`src/design/wsdf_pkg.sv`:
```
package wsdf_pkg;

   typedef enum logic [2:0] {
      PH_FIRST,
      PH_SECOND,
      PH_EXTLEN,
      PH_MASK,
      PH_PAYLOAD,
      PH_DEAD
   } phase_type;

   // result kinds
   localparam logic [1:0] KIND_HEADER  = 2'd0;
   localparam logic [1:0] KIND_PAYLOAD = 2'd1;
   localparam logic [1:0] KIND_ERROR   = 2'd2;

   // error codes
   localparam logic [1:0] ERR_TOO_LONG   = 2'd0;
   localparam logic [1:0] ERR_FRAG_CTRL  = 2'd1;
   localparam logic [1:0] ERR_CTRL_LONG  = 2'd2;
   localparam logic [1:0] ERR_UNMASKED   = 2'd3;

   localparam logic [6:0]  LEN7_EXT16      = 7'd126;
   localparam logic [6:0]  LEN7_EXT64      = 7'd127;
   localparam logic [3:0]  EXT16_BYTES     = 4'd2;
   localparam logic [3:0]  EXT64_BYTES     = 4'd8;
   localparam logic [3:0]  MASK_BYTES      = 4'd4;
   localparam logic [6:0]  CTRL_MAX_LEN    = 7'd125;
   localparam logic [23:0] MAX_PAYLOAD_RST = 24'd1048576;
   localparam logic [23:0] FLEN_SAT        = 24'hFFFFFF;

endpackage

```
`src/design/websocket_frame_deframer_unit.sv`:
```
// Client-to-server WebSocket deframer: one stream byte per req transfer, at most one result
// per byte, registered and shown on rsp in the cycle after the byte is taken. A byte is taken in
// every cycle in which the result register is empty or is being drained, so the sustained rate
// is one byte per clock while rsp_ready is held high. Header bytes, extended length and mask
// key give no result except the header (or error) result on the byte that completes the
// length. After an error result all bytes are taken and dropped until reset.
// max_payload is written through csr (always ready) and applies to frames whose length is
// decoded afterwards. LENGTH_BITS sizes the remaining-byte counter and caps the frame length.
module websocket_frame_deframer_unit #(
   parameter int LENGTH_BITS = 24
) (
   input  logic        clock,
   input  logic        reset,
   input  logic        req_valid,
   output logic        req_ready,
   input  logic [7:0]  req_stream_byte,
   output logic        rsp_valid,
   input  logic        rsp_ready,
   output logic [1:0]  rsp_kind,
   output logic [7:0]  rsp_payload_byte,
   output logic [3:0]  rsp_frame_opcode,
   output logic        rsp_final_flag,
   output logic [23:0] rsp_frame_length,
   output logic [1:0]  rsp_error_code,
   output logic        rsp_last,
   input  logic        csr_valid,
   output logic        csr_ready,
   input  logic [23:0] csr_max_payload
);
   import wsdf_pkg::*;

   localparam int ACC_W = (LENGTH_BITS > 24) ? LENGTH_BITS : 24;
   localparam logic [23:0] LEN_LIMIT =
      (LENGTH_BITS >= 24) ? FLEN_SAT : 24'((64'd1 << LENGTH_BITS) - 64'd1);

   phase_type              phase_ff, phase_in;
   logic [7:0]             hdr_ff, hdr_in;
   logic                   masked_ff, masked_in;
   logic [ACC_W-1:0]       acc_ff, acc_in;
   logic                   over_ff, over_in;
   logic [3:0]             cnt_ff, cnt_in;
   logic [7:0]             key_ff [4];
   logic [LENGTH_BITS-1:0] rem_ff, rem_in;
   logic [1:0]             idx_ff, idx_in;
   logic [23:0]            max_payload_ff;

   logic        rsp_valid_ff, rsp_valid_in;
   logic [1:0]  kind_ff, kind_in;
   logic [7:0]  pbyte_ff, pbyte_in;
   logic [3:0]  opcode_ff, opcode_in;
   logic        fin_ff, fin_in;
   logic [23:0] flen_ff, flen_in;
   logic [1:0]  ecode_ff, ecode_in;
   logic        last_ff, last_in;

   logic        accept;
   logic        emit;
   logic        key_we;
   logic        len_done;
   logic        len_masked;
   logic        len_over;
   logic        hi_nz;
   logic        too_long;
   logic        is_ctrl;
   logic [7:0]  hdr_cur;
   logic [23:0] limit;
   logic [23:0] flen_sat;
   logic [3:0]  cnt_dec;
   logic [6:0]  len7;

   assign req_ready = !rsp_valid_ff || rsp_ready;
   assign accept    = req_valid && req_ready;
   assign csr_ready = 1'b1;

   assign limit = (max_payload_ff > LEN_LIMIT) ? LEN_LIMIT : max_payload_ff;
   assign len7    = req_stream_byte[6:0];
   assign cnt_dec = cnt_ff - 4'd1;

   always_comb begin
      phase_in   = phase_ff;
      hdr_in     = hdr_ff;
      masked_in  = masked_ff;
      acc_in     = acc_ff;
      over_in    = over_ff;
      cnt_in     = cnt_ff;
      rem_in     = rem_ff;
      idx_in     = idx_ff;
      key_we     = 1'b0;
      len_done   = 1'b0;
      len_masked = masked_ff;
      emit       = 1'b0;
      kind_in    = KIND_HEADER;
      pbyte_in   = '0;
      ecode_in   = ERR_TOO_LONG;
      last_in    = 1'b0;

      unique case (phase_ff)
         PH_FIRST: begin
            hdr_in    = req_stream_byte;
            masked_in = 1'b0;
            acc_in    = '0;
            over_in   = 1'b0;
            phase_in  = PH_SECOND;
         end
         PH_SECOND: begin
            masked_in  = req_stream_byte[7];
            len_masked = req_stream_byte[7];
            acc_in     = '0;
            over_in    = 1'b0;
            if (len7 == LEN7_EXT16 || len7 == LEN7_EXT64) begin
               cnt_in   = (len7 == LEN7_EXT16) ? EXT16_BYTES : EXT64_BYTES;
               phase_in = PH_EXTLEN;
            end else begin
               acc_in   = ACC_W'(len7);
               len_done = 1'b1;
            end
         end
         PH_EXTLEN: begin
            acc_in  = {acc_ff[ACC_W-9:0], req_stream_byte};
            // bits pushed past the accumulator only matter as "too long"
            over_in = over_ff || (acc_ff[ACC_W-1 -: 8] != 8'd0);
            cnt_in  = cnt_dec;
            if (cnt_dec == 4'd0) begin
               len_done = 1'b1;
            end
         end
         PH_MASK: begin
            key_we = 1'b1;
            idx_in = idx_ff + 2'd1;
            cnt_in = cnt_dec;
            if (cnt_dec == 4'd0) begin
               phase_in = (rem_ff == '0) ? PH_FIRST : PH_PAYLOAD;
            end
         end
         PH_PAYLOAD: begin
            emit     = 1'b1;
            kind_in  = KIND_PAYLOAD;
            pbyte_in = req_stream_byte ^ key_ff[idx_ff];
            idx_in   = idx_ff + 2'd1;
            rem_in   = rem_ff - LENGTH_BITS'(1);
            last_in  = (rem_in == '0);
            if (rem_in == '0) begin
               phase_in = PH_FIRST;
            end
         end
         PH_DEAD: begin
            phase_in = PH_DEAD;
         end
         default: begin
            phase_in = PH_DEAD;
         end
      endcase

      // length complete: check the frame and report header or error
      len_over = over_in;
      hdr_cur  = hdr_ff;
      hi_nz    = len_over || ((acc_in >> 24) != '0);
      flen_sat = hi_nz ? FLEN_SAT : acc_in[23:0];
      too_long = hi_nz || (acc_in > ACC_W'(limit));
      is_ctrl  = hdr_cur[3];
      if (len_done) begin
         emit = 1'b1;
         priority if (too_long) begin
            kind_in  = KIND_ERROR;
            ecode_in = ERR_TOO_LONG;
         end else if (is_ctrl && !hdr_cur[7]) begin
            kind_in  = KIND_ERROR;
            ecode_in = ERR_FRAG_CTRL;
         end else if (is_ctrl && acc_in > ACC_W'(CTRL_MAX_LEN)) begin
            kind_in  = KIND_ERROR;
            ecode_in = ERR_CTRL_LONG;
         end else if (!len_masked) begin
            kind_in  = KIND_ERROR;
            ecode_in = ERR_UNMASKED;
         end else begin
            kind_in  = KIND_HEADER;
         end
         if (kind_in == KIND_ERROR) begin
            last_in  = 1'b1;
            phase_in = PH_DEAD;
         end else begin
            last_in  = (acc_in == '0);
            rem_in   = acc_in[LENGTH_BITS-1:0];
            idx_in   = 2'd0;
            cnt_in   = MASK_BYTES;
            phase_in = PH_MASK;
         end
      end

      opcode_in = hdr_cur[3:0];
      fin_in    = hdr_cur[7];
      flen_in   = flen_sat;
   end

   always_comb begin
      rsp_valid_in = rsp_valid_ff;
      if (accept) begin
         rsp_valid_in = emit;
      end else if (rsp_ready) begin
         rsp_valid_in = 1'b0;
      end
   end

   always_ff @(posedge clock) begin
      if (reset) begin
         phase_ff       <= PH_FIRST;
         hdr_ff         <= '0;
         masked_ff      <= 1'b0;
         acc_ff         <= '0;
         over_ff        <= 1'b0;
         cnt_ff         <= '0;
         rem_ff         <= '0;
         idx_ff         <= '0;
         max_payload_ff <= MAX_PAYLOAD_RST;
         rsp_valid_ff   <= 1'b0;
      end else begin
         if (accept) begin
            phase_ff  <= phase_in;
            hdr_ff    <= hdr_in;
            masked_ff <= masked_in;
            acc_ff    <= acc_in;
            over_ff   <= over_in;
            cnt_ff    <= cnt_in;
            rem_ff    <= rem_in;
            idx_ff    <= idx_in;
         end
         if (csr_valid && csr_ready) begin
            max_payload_ff <= csr_max_payload;
         end
         rsp_valid_ff <= rsp_valid_in;
      end
   end

   always_ff @(posedge clock) begin
      if (accept && key_we) begin
         key_ff[idx_ff] <= req_stream_byte;
      end
      if (accept && emit) begin
         kind_ff   <= kind_in;
         pbyte_ff  <= pbyte_in;
         opcode_ff <= opcode_in;
         fin_ff    <= fin_in;
         flen_ff   <= flen_in;
         ecode_ff  <= (kind_in == KIND_ERROR) ? ecode_in : ERR_TOO_LONG;
         last_ff   <= last_in;
      end
   end

   assign rsp_valid        = rsp_valid_ff;
   assign rsp_kind         = kind_ff;
   assign rsp_payload_byte = pbyte_ff;
   assign rsp_frame_opcode = opcode_ff;
   assign rsp_final_flag   = fin_ff;
   assign rsp_frame_length = flen_ff;
   assign rsp_error_code   = ecode_ff;
   assign rsp_last         = last_ff;

`ifndef SYNTHESIS
   a_error_goes_dead: assert property (@(posedge clock) disable iff (reset)
      (accept && emit && kind_in == KIND_ERROR) |=> (phase_ff == PH_DEAD))
      else $error("error result did not stop the parser");

   a_dead_is_silent: assert property (@(posedge clock) disable iff (reset)
      (phase_ff == PH_DEAD && !rsp_valid_ff) |=> !rsp_valid_ff)
      else $error("result produced after an error");

   a_mask_count_live: assert property (@(posedge clock) disable iff (reset)
      (phase_ff == PH_MASK || phase_ff == PH_EXTLEN) |-> (cnt_ff != 4'd0))
      else $error("byte counter empty inside a counted phase");

   a_last_payload_restarts: assert property (@(posedge clock) disable iff (reset)
      (accept && phase_ff == PH_PAYLOAD && last_in) |=> (phase_ff == PH_FIRST))
      else $error("parser did not restart after the last payload byte");

   a_payload_has_bytes: assert property (@(posedge clock) disable iff (reset)
      (phase_ff == PH_PAYLOAD) |-> (rem_ff != '0))
      else $error("payload phase with nothing remaining");
`endif

endmodule

```
`config.mk`:
```
export PLATFORM = sky130hd
export DESIGN_NAME = websocket_frame_deframer_unit
export DESIGN_NICKNAME = d
export VERILOG_FILES = /design/src/design/wsdf_pkg.sv /design/src/design/websocket_frame_deframer_unit.sv
export SDC_FILE = /design/constraint.sdc
export NUM_CORES = 1
export LEC_CHECK = 0
export ABC_AREA = 1
export BUFFER_PORTS_ARGS = -buffer_cell sky130_fd_sc_hd__buf_2
export CAP_MARGIN = 20
export CORE_UTILIZATION = 40
export DETAILED_ROUTE_END_ITERATION = 7
export PLACE_DENSITY_LB_ADDON = 0.1
export SETUP_SLACK_MARGIN = 0.2
export SKIP_LAST_GASP = 1
export SLEW_MARGIN = 20
export SYNTH_ARGS = -nofsm -noshare
export SYNTH_HDL_FRONTEND = slang
export SYNTH_SLANG_ARGS = --single-unit
```
`constraint.sdc`:
```
create_clock -name clock -period 4.1 [get_ports clock]
set_input_delay 0.41 -clock clock [delete_from_list [all_inputs] [get_ports clock]]
set_output_delay 0.41 -clock clock [all_outputs]
set_load 0.05 [all_outputs]
```
==> flow_summary_export.csv, run 1 <==
group,metric,value,unit
sta,slew_headroom,0.408,
placed_design,dpl.cell_count,1510,
layout,final_core_util,0.475,
grt,met1_usage,0.315,
logic_synthesis,ys_warn_count,0,
power_and_ir_drop,p_leak,4.81,nW
clock_network,cts-buffers-inserted,17,
clock_network,htree_levels,4,
logic_synthesis,synth_top_cell_by_area,"edfxtp_1",
clock_network,clock-sinks,165,
grt,grt_usage,0.224,
clock_network,ctsHoldBuffers,0,
sta,drv_slew,0,
clock_network,cts_tree,"built",
grt,overflow,0,
sta,tns,0,ns
floorplan,die_h,151,um
grt,met2_usage,0.350,
worst_setup_path,worstSetupPathType,"reg -> reg",
logic_synthesis,ys.flop_type,"dfxtp_1",
sta,fin_skew,0.00964,ns
clock_network,root_buffer,"clkbuf_16",
logic_synthesis,synth_top_area_frac,0.252,
power_and_ir_drop,power,5.54,mW
worst_setup_path,crit_slowest_cell,"dfxtp_1",
drt,detail_route.first_pass.iterations,5,
sta,fin_crit_sh,0.870,
floorplan,dieWidth,151,um
logic_synthesis,synth_edf_count,74,
worst_setup_path,endpoint_kind,"register",
placed_design,place_congestion,0.890,
clock_network,cts_setup_buffers,0,
flow_run,max_cap_viol_count,0,
drt,drc,0,
sta,finalSetupViolCount,0,
grt,grt_max_degree,64,
floorplan,start_util,0.414,
logic_synthesis,ys_top_cells_by_area,"edfxtp_1 25%, dfxtp_1 21%, nand2_1 12%",
logic_synthesis,ys_seq_area_frac,0.458,
logic_synthesis,synth.cell_area,0.00883,mm^2
layout,final_cell_count_no_fill,1544,
worst_setup_path,crit_path_frequent_cell,"nand2_1",
layout,fin_nets,1325,
drt,wl_per_cell,16.0,um
logic_synthesis,synthesis.nets,1248,
floorplan,die-area,0.0227,mm^2
logic_synthesis,syn_inst,1179,
sta,fin_ws,0.534,ns
worst_setup_path,reg2reg_depth,24,
logic_synthesis,ys_seq_elements,165,
grt,grt_first_pass_wirelength,38.8,mm
layout,n_antenna_cell,0,
drt,vias,7794,
power_and_ir_drop,power_density,546,mW/mm^2
layout,final_common_cell,"nand2_1",
clock_network,clk_pin_slew,0.07,ns
placed_design,place_hpwl,17.8,mm
grt,grt_pass1_vias,7131,
logic_synthesis,synth.avg_cell_area,7.49,um^2
layout,final_cell_mix,"273 x nand2_1, 161 x inv_1, 123 x nor2_1",
grt,antenna_found_initial,0,
placed_design,io_buffer_count,80,
sta,hold_viol_final,0,
grt,grt.busiest_layer,"met2",
drt,routed_wirelength,24.8,mm
grt,grt.met3_usage,0.0403,
drt,postRouteAntennaNets,0,
sta,period_needed,3.57,ns
logic_synthesis,synthArstFlopShare,0,
worst_setup_path,critPathMaxFanout,8,
sta,rsz0062_at_grt,"false",
drt,drtIter0Drc,667,
drt,via_per_inst,5.05,
floorplan,io_pins,82,
floorplan,fp-row-count,53,
layout,syn2layout_area_growth,14.9,%
run_status,status,"completed",
sta,worst_pin_slew,0.888,ns
worst_setup_path,crit_chain,"inv_2, nand2_1, nor2_1, buf_4, nand2_1, nand2_1, nor2_1, inv_1, ha_1, nand2_1, nand2_1, nand2_1, nand2_1, nand2_1, nand2_1, nand2_1, nand3_1, nand2_1, nand3_1, nor2_2, buf_4, nand3_2, nor2_1, nor3b_2",
worst_setup_path,worstPathRequired,4.38,ns
floorplan,core-area,0.0214,mm^2
min_path,hold_path_class,"in -> reg",
layout,drive_gt1_frac,0.123,
placed_design,place_area,0.00954,mm^2
min_path,whs_path_depth,3,
worst_setup_path,start_kind,"register",
layout,stdcell_area,0.0101,mm^2
logic_synthesis,synth_cell_types,42,
clock_network,insertion_delay,0.43,ns
worst_setup_path,slowest_delay,0.48,ns
sta,max_freq,280,MHz
placed_design,dp_slack,0.362,ns
clock_network,clock_path_buffers,2,
sta,timing.hold.ws,0.200,ns
worst_setup_path,crit_arrival,3.84,ns
power_and_ir_drop,ir_drop,0.244,mV
cells by family (layout without fill, tap and decap cells):
| group | after synthesis | count (layout) | share of synthesized area |
|---|---|---|---|
| xor gates and xnor gates | 15 | 15 | 0.0149 |
| AOI/OAI and AO/OA | 215 | 215 | 0.130 |
| DFF | 165 | 165 | 0.458 |
| muxes | 1 | 1 | 0.00128 |
| and+or+nand+nor | 530 | 531 | 0.251 |
| buffers and inverters | 220 | 309 | 0.0986 |
| adders and majority gates | 32 | 32 | 0.0453 |
| other | 1 | 1 | 0.000425 |
worst max-delay path, delay by kind of cell, from the launching register on:
family | cells | cell delay (ns)
simple gates | 19 | 1.89
flops | 1 | 0.48
fa+ha+maj | 1 | 0.34
buf+inv | 4 | 0.69
registers in the layout, summed over array words and instances, names as in the netlist, 2 cells and up, named ones only:
register and count:
max_payload_ff 24, rem_ff 24, key_ff 32, rsp_frame_opcode 4, rsp_error_code 2, cnt_ff 4, idx_ff 2, rsp_frame_length 24
phase_ff 3, hdr_cur 5, acc_ff 24, rsp_kind 2, rsp_payload_byte 8
cell usage after synthesis, types with 2 or more instances:
master    count
inv_1       161
and3_1        3
a21o_1        2
buf_6         2
a21oi_1      78
clkinv_1      6
nor2_1      125
xnor2_1       2
a31oi_1       2
o221ai_1      2
nor3_1        7
clkbuf_1     31
edfxtp_1     74
nor2_2        2
o21ai_1       9
buf_4         6
buf_1         3
nand2_1     274
inv_2         5
ha_1         32
nor4_1        2
dfxtp_1      91
o21ai_0     100
o211ai_1      8
xor2_1       13
nand3b_1      2
nand3_1      89
nand4_1      19
o22ai_1       9
nand2_2       3
buf_2         6
report_power, final:
part / switching [mW] / internal, mW
registers: 0.108 / 1.91
logic: 1.36 / 0.585
clock network: 0.725 / 0.853
final cells by class:
type	count	area [um^2]
Fill cell	2226	11200
Multi-Input combinational cell	795	3950
Sequential cell	165	4040
Tap cell	275	344
Clock inverter	15	144
Clock buffer	17	425
Inverter	172	646
Timing Repair Buffer	105	596
worst paths after layout:
| kind | from | endpoint | slack (ns) |
|---|---|---|---|
| worst max-delay path | phase_ff[0] | rem_ff[11] | 0.53 |
| worst min register to register | hdr_cur[2] | rsp_frame_opcode[2] | 0.43 |
| worst max register to register | phase_ff[0] | rem_ff[11] | 0.53 |
| worst min-delay path | csr_max_payload[20] | max_payload_ff[20] | 0.20 |
repair_timing:
item / in CTS / in global routing
endpoints found under the hold margin: 0 / 0
resized for setup: 0 / 2
setup endpoints to repair: 0 / 12
metal layers:
layer,wire length [um],vias to the layer above
li1,-,4009
met1,11800,3539
met2,11100,220
met3,1290,26
met4,537,0
met5,0,-
(Power assumes the default switching activity.)
==> run 2, diff against run 1 <==
Settings changed: CORE_ASPECT_RATIO set to 0.5.
==> run 2 against run 1 <==
Against the previous run:
- core utilization up 1.4 points
- flip-flop and latch count did not move
- non-clock buffer count increased by 11
- die area rose by 0.16%
- combinational power increased by 3%
- final area is 1.7% higher
- first-iteration DRC count rose by 8.2%
- worst setup slack got worse by 0.030 ns
- critical path depth shrank 4
- final cell count is 1.8% higher
- largest power group unchanged
- highest routed layer unchanged
==> flow_summary_export.csv, run 2 (synthesis results as in run 1) <==
group,metric,value,unit
grt,antenna_found_initial,1,
layout,largest_reg_flops,32,
layout,n_antenna_cell,0,
layout,final_cell_mix,"273 x nand2_1, 160 x inv_1, 123 x nor2_1",
power_and_ir_drop,p_leak,4.90,nW
power_and_ir_drop,ir_drop,0.222,mV
sta,worst_pin_slew,0.969,ns
sta,finalSetupViolCount,0,
worst_setup_path,worstPathRequired,4.44,ns
drt,drtIter0Drc,722,
flow_run,max_cap_viol_count,0,
layout,multiInputGateArea,0.00396,mm^2
grt,grt_first_pass_wirelength,40.2,mm
power_and_ir_drop,power_density,550,mW/mm^2
layout,drive_gt1_frac,0.133,
sta,rsz0062_at_grt,"false",
min_path,hold_path_class,"in -> reg",
sta,fin_skew,0.00969,ns
worst_setup_path,r2r_start,"phase_ff[1]",
worst_setup_path,endpoint_kind,"register",
floorplan,dieWidth,212,um
drt,vias,8071,
placed_design,dpl.cell_count,1535,
worst_setup_path,r2r_slack,0.50,ns
clock_network,cts_tree,"built",
floorplan,die_h,107,um
run_status,status,"completed",
drt,via_per_inst,5.13,
drt,routed_wirelength,26.0,mm
sta,hold_viol_final,0,
sta,max_freq,278,MHz
drt,drc,0,
floorplan,start_util,0.419,
layout,ff_latch_area,0.00404,mm^2
sta,fin_crit_sh,0.877,
clock_network,clock-sinks,165,
worst_setup_path,start_kind,"register",
sta,tns,0,ns
layout,fillers,2107,
clock_network,root_buffer,"clkbuf_16",
floorplan,core-area,0.0211,mm^2
floorplan,die-area,0.0227,mm^2
clock_network,insertion_delay,0.45,ns
drt,postRouteAntennaNets,0,
placed_design,io_buffer_count,80,
min_path,whs_endpoint,"max_payload_ff[0]",
worst_setup_path,critPathMaxFanout,14,
layout,fin_nets,1336,
layout,final_common_cell,"nand2_1",
clock_network,htree_levels,4,
layout,largest-register,"key_ff",
drt,wl_per_cell,16.5,um
worst_setup_path,reg2reg_depth,20,
min_path,holdCritStartpoint,"csr_max_payload[0]",
sta,slew_headroom,0.354,
clock_network,clock_path_buffers,2,
clock_network,clk_pin_slew,0.07,ns
sta,period_needed,3.60,ns
grt,grt_pass1_vias,7254,
sta,drv_slew,0,
placed_design,place_hpwl,19.4,mm
grt,overflow,0,
grt,grt_usage,0.237,
worst_setup_path,worstSetupPathType,"reg -> reg",
worst_setup_path,crit_arrival,3.94,ns
min_path,whs_path_depth,3,
grt,grt_max_degree,64,
clock_network,cts-buffers-inserted,17,
worst_setup_path,r2r_end,"rem_ff[23]",
floorplan,io_pins,82,
placed_design,place_congestion,0.922,
drt,detail_route.first_pass.iterations,5,
layout,final_cell_count_no_fill,1572,
clock_network,ctsHoldBuffers,0,
floorplan,fp-row-count,37,
layout,syn2layout_area_growth,16.8,%
run 2: cell types whose count changed in the layout (fill, tap and decap cells not counted):
| cell | delta |
|---|---|
| buf_4 | +10 |
| clkinv_4 | -1 |
| inv_2 | +1 |
| nor2_4 | +1 |
| nor2_2 | -1 |
| clkinv_1 | -2 |
| bufinv_16 | +1 |
| inv_1 | -1 |
| buf_16 | +1 |
| clkinvlp_4 | -1 |
| clkinv_8 | +1 |
| inv_8 | +1 |
| clkinv_2 | +1 |
run 2: area by class of cell:
type,count,share of cell area
Inverter,172,0.0626
Clock inverter,15,0.0177
Timing Repair Buffer,116,0.0677
Sequential cell,165,0.392
Clock buffer,17,0.0412
Multi-Input combinational cell,795,0.383
Tap cell,292,0.0354
run 2: worst max path at each step:
stage / startpoint / endpoint / slack (ns) / depth (start not counted)
2_1_floorplan: rsp_valid / rsp_error_code[0] / 1.07 / 6
3_3_place_gp: req_stream_byte[2] / rem_ff[23] / 0.47 / 25
3_5_place_dp: req_stream_byte[2] / rem_ff[10] / 0.32 / 25
4_1_cts: phase_ff[1] / rem_ff[10] / 0.36 / 20
5_1_grt: phase_ff[1] / phase_ff[2] / 0.20 / 21
6_report: phase_ff[1] / rem_ff[23] / 0.50 / 20
run 2: where the power goes:
part | leakage, nW | internal (mW) | switching (mW)
combinational | 3.18 | 0.610 | 1.38
clock | 0.294 | 0.924 | 0.745
sequential | 1.43 | 1.91 | 0.106
run 2: layer usage:
layer | track usage | vias up | part of all wire
li1 | - | 4048 | -
met5 | 0 | - | 0
met2 | 0.341 | 247 | 0.41
met3 | 0.0586 | 23 | 0.079
met1 | 0.344 | 3753 | 0.50
met4 | 0.0745 | 0 | 0.014
run 2: timing repair:
action                                  in CTS  in global routing
resized for setup                            0                  3
setup buffers                                0                  2
endpoints found under the setup margin       0                 34
run 2: metrics by stage:
step	hold slack, ns	util	cell area (um^2)	setup slack [ns]	power [mW]
4_1_cts	0.190	0.486	10200	0.358	5.68
3_3_place_gp	0.410	0.457	9630	0.471	3.99
6_report	0.212	0.490	10300	0.504	5.68
5_1_grt	0.249	0.490	10300	0.196	6.04
2_1_floorplan	0.403	-	8830	1.07	3.43
3_5_place_dp	0.412	0.457	9630	0.318	4.01
run 2: worst max-delay path, cell delays in order, from the launching register on:
cell     delay (ns)
dfxtp_1        0.43
buf_4          0.24
nand2_1        0.09
nor2_1         0.19
buf_4          0.18
nand2_1        0.06
o21ai_1        0.24
ha_1           0.33
a21oi_1        0.15
nand2_1        0.07
a21oi_1        0.20
nand3_1        0.12
nand2_1        0.11
nand3_1        0.16
nor2_4         0.23
buf_4          0.15
nand3_4        0.21
nand3_1        0.15
nand3_1        0.07
nand2_1        0.07
inv_1          0.04
==> run 3, diff against run 2 <==
Settings changed: CORE_MARGIN set to 8.
==> run 3 against run 2 <==
Against the previous run:
- final cell count is 0.25% higher
- worst setup slack better by 0.057 ns
- wire length is 3.9% higher
- die area is 21% higher
- sequential share of layout area is 0.29 points higher
- combinational power hardly changed
- count of clock-buffer cells in the layout is 3 higher
- clock power is 9.6% lower
- maximum frequency is 1.6% higher
- clock skew is 0.0011 ns higher
- sequential power hardly changed
- non-clock buffer count is 4 lower
- largest cell class unchanged
- highest routed layer unchanged
==> flow_summary_export.csv, run 3 (synthesis results as in run 1) <==
group,metric,value,unit
sta,tns,0,ns
sta,drv_slew,0,
run_status,status,"completed",
sta,hold_viol_final,0,
clock_network,clock-sinks,165,
drt,detail_route.first_pass.iterations,5,
clock_network,cts_tree,"built",
clock_network,clock_path_buffers,2,
layout,stdcell_area,0.0102,mm^2
layout,syn2layout_area_growth,16.0,%
clock_network,cts_setup_buffers,0,
floorplan,die-area,0.0274,mm^2
floorplan,dieWidth,226,um
placed_design,place_congestion,0.938,
drt,drtIter0Drc,835,
layout,n_antenna_cell,0,
layout,fin_nets,1332,
grt,grt_first_pass_wirelength,42.6,mm
grt,antenna_found_initial,0,
floorplan,core-area,0.0217,mm^2
layout,final_cell_count_no_fill,1576,
layout,fillers,2232,
drt,postRouteAntennaNets,0,
clock_network,insertion_delay,0.45,ns
placed_design,place_hpwl,19.9,mm
sta,finalSetupViolCount,0,
sta,max_freq,283,MHz
layout,final_cell_mix,"273 x nand2_1, 160 x inv_1, 122 x nor2_1",
worst_setup_path,crit_arrival,3.83,ns
drt,routed_wirelength,27.0,mm
power_and_ir_drop,ir_drop,0.288,mV
placed_design,io_buffer_count,80,
layout,largest_reg_flops,32,
worst_setup_path,startpoint,"phase_ff[0]",
floorplan,die_h,121,um
grt,overflow,0,
power_and_ir_drop,p_leak,4.85,nW
worst_setup_path,critPathMaxFanout,8,
sta,fin_crit_sh,0.863,
sta,timing.hold.ws,0.190,ns
layout,final_common_cell,"nand2_1",
flow_run,max_cap_viol_count,0,
floorplan,start_util,0.407,
sta,period_needed,3.54,ns
sta,rsz0062_at_grt,"false",
floorplan,fp-row-count,38,
power_and_ir_drop,power,5.54,mW
min_path,holdCritStartpoint,"csr_max_payload[20]",
clock_network,cts-buffers-inserted,17,
placed_design,place_area,0.00963,mm^2
drt,via_per_inst,5.15,
layout,final_core_util,0.472,
layout,drive_gt1_frac,0.130,
floorplan,io_pins,82,
layout,largest-register,"key_ff",
sta,fin_ws,0.560,ns
placed_design,dp_slack,0.348,ns
placed_design,dpl.cell_count,1542,
clock_network,htree_levels,4,
drt,wl_per_cell,17.1,um
grt,grt_usage,0.200,
worst_setup_path,worstSetupPathType,"reg -> reg",
worst_setup_path,start_kind,"register",
drt,vias,8123,
worst_setup_path,endpoint_kind,"register",
clock_network,root_buffer,"clkbuf_16",
min_path,hold_path_class,"in -> reg",
drt,drc,0,
worst_setup_path,worstPathRequired,4.39,ns
clock_network,clk_pin_slew,0.06,ns
worst_setup_path,r2r_start,"phase_ff[0]",
sta,fin_skew,0.0108,ns
sta,slew_headroom,0.343,
sta,worst_pin_slew,0.985,ns
power_and_ir_drop,power_density,540,mW/mm^2
grt,grt_pass1_vias,7584,
grt,grt_max_degree,64,
==> run 3: cell count changes in the layout (fill, tap and decap cells not counted), moves of 3 or more <==
cell,delta
clkinv_4,+3
inv_6,-4
clkbuf_1,+3
buf_4,-3
clkinv_2,+3
inv_8,-3
==> run 3: worst max-delay path, stage by stage, from the launching register on <==
cell and delay, ns:
dfxtp_1 0.47, inv_2 0.13, nand2_1 0.09, nor2_1 0.06, buf_4 0.18, nand2_1 0.10, o21ai_1 0.16, ha_1 0.36
nand2_1 0.06, nor2_1 0.15, nand3_1 0.09, nor2_1 0.24, nand3_1 0.11, nand2_1 0.12, nand3_1 0.16, nor2_4 0.22
buf_4 0.20, nand3_2 0.21, nor2_1 0.21, nor3b_2 0.06
==> run 3: path summary, 6_finish.rpt <==
| path | slack [ns] | endpoint | depth (start not counted) |
|---|---|---|---|
| hold / removal | 0.19 | max_payload_ff[20] | 3 |
| setup / recovery | 0.56 | rem_ff[11] | 19 |
| setup reg to reg | 0.56 | rem_ff[11] | 19 |
| hold reg to reg | 0.43 | rsp_frame_opcode[0] | 0 |
==> run 3: repair_timing <==
| action | in CTS | in global routing |
|---|---|---|
| hold buffers | 0 | 0 |
| endpoints found under the setup margin | 0 | 34 |
| gates resized for setup | 0 | 10 |
| endpoints found under the hold margin | 0 | 0 |
==> run 3: report_power, final <==
| part | total, mW | leakage, nW | internal [mW] | switching (mW) |
|---|---|---|---|---|
| clock network | 1.51 | 0.266 | 0.834 | 0.680 |
| registers | 2.02 | 1.43 | 1.91 | 0.109 |
| logic | 2.00 | 3.16 | 0.595 | 1.40 |
| total | 5.54 | 4.85 | 3.34 | 2.19 |
==> run 3: cell type report <==
cell class | instances | area [um^2] | share of cell area
Clock inverter | 12 | 105 | 0.0103
Inverter | 172 | 648 | 0.0633
Tap cell | 300 | 375 | 0.0366
Multi-Input combinational cell | 795 | 3970 | 0.388
Clock buffer | 20 | 437 | 0.0426
Timing Repair Buffer | 112 | 661 | 0.0645
Sequential cell | 165 | 4050 | 0.395
==> run 3: layer usage <==
metal | track usage | wire length, um | vias to the layer above
met5 | 0 | 0 | -
met3 | 0.0586 | 2280 | 31
met1 | 0.279 | 13100 | 3830
met4 | 0.0642 | 394 | 0
met2 | 0.294 | 11200 | 235
li1 | - | - | 4027
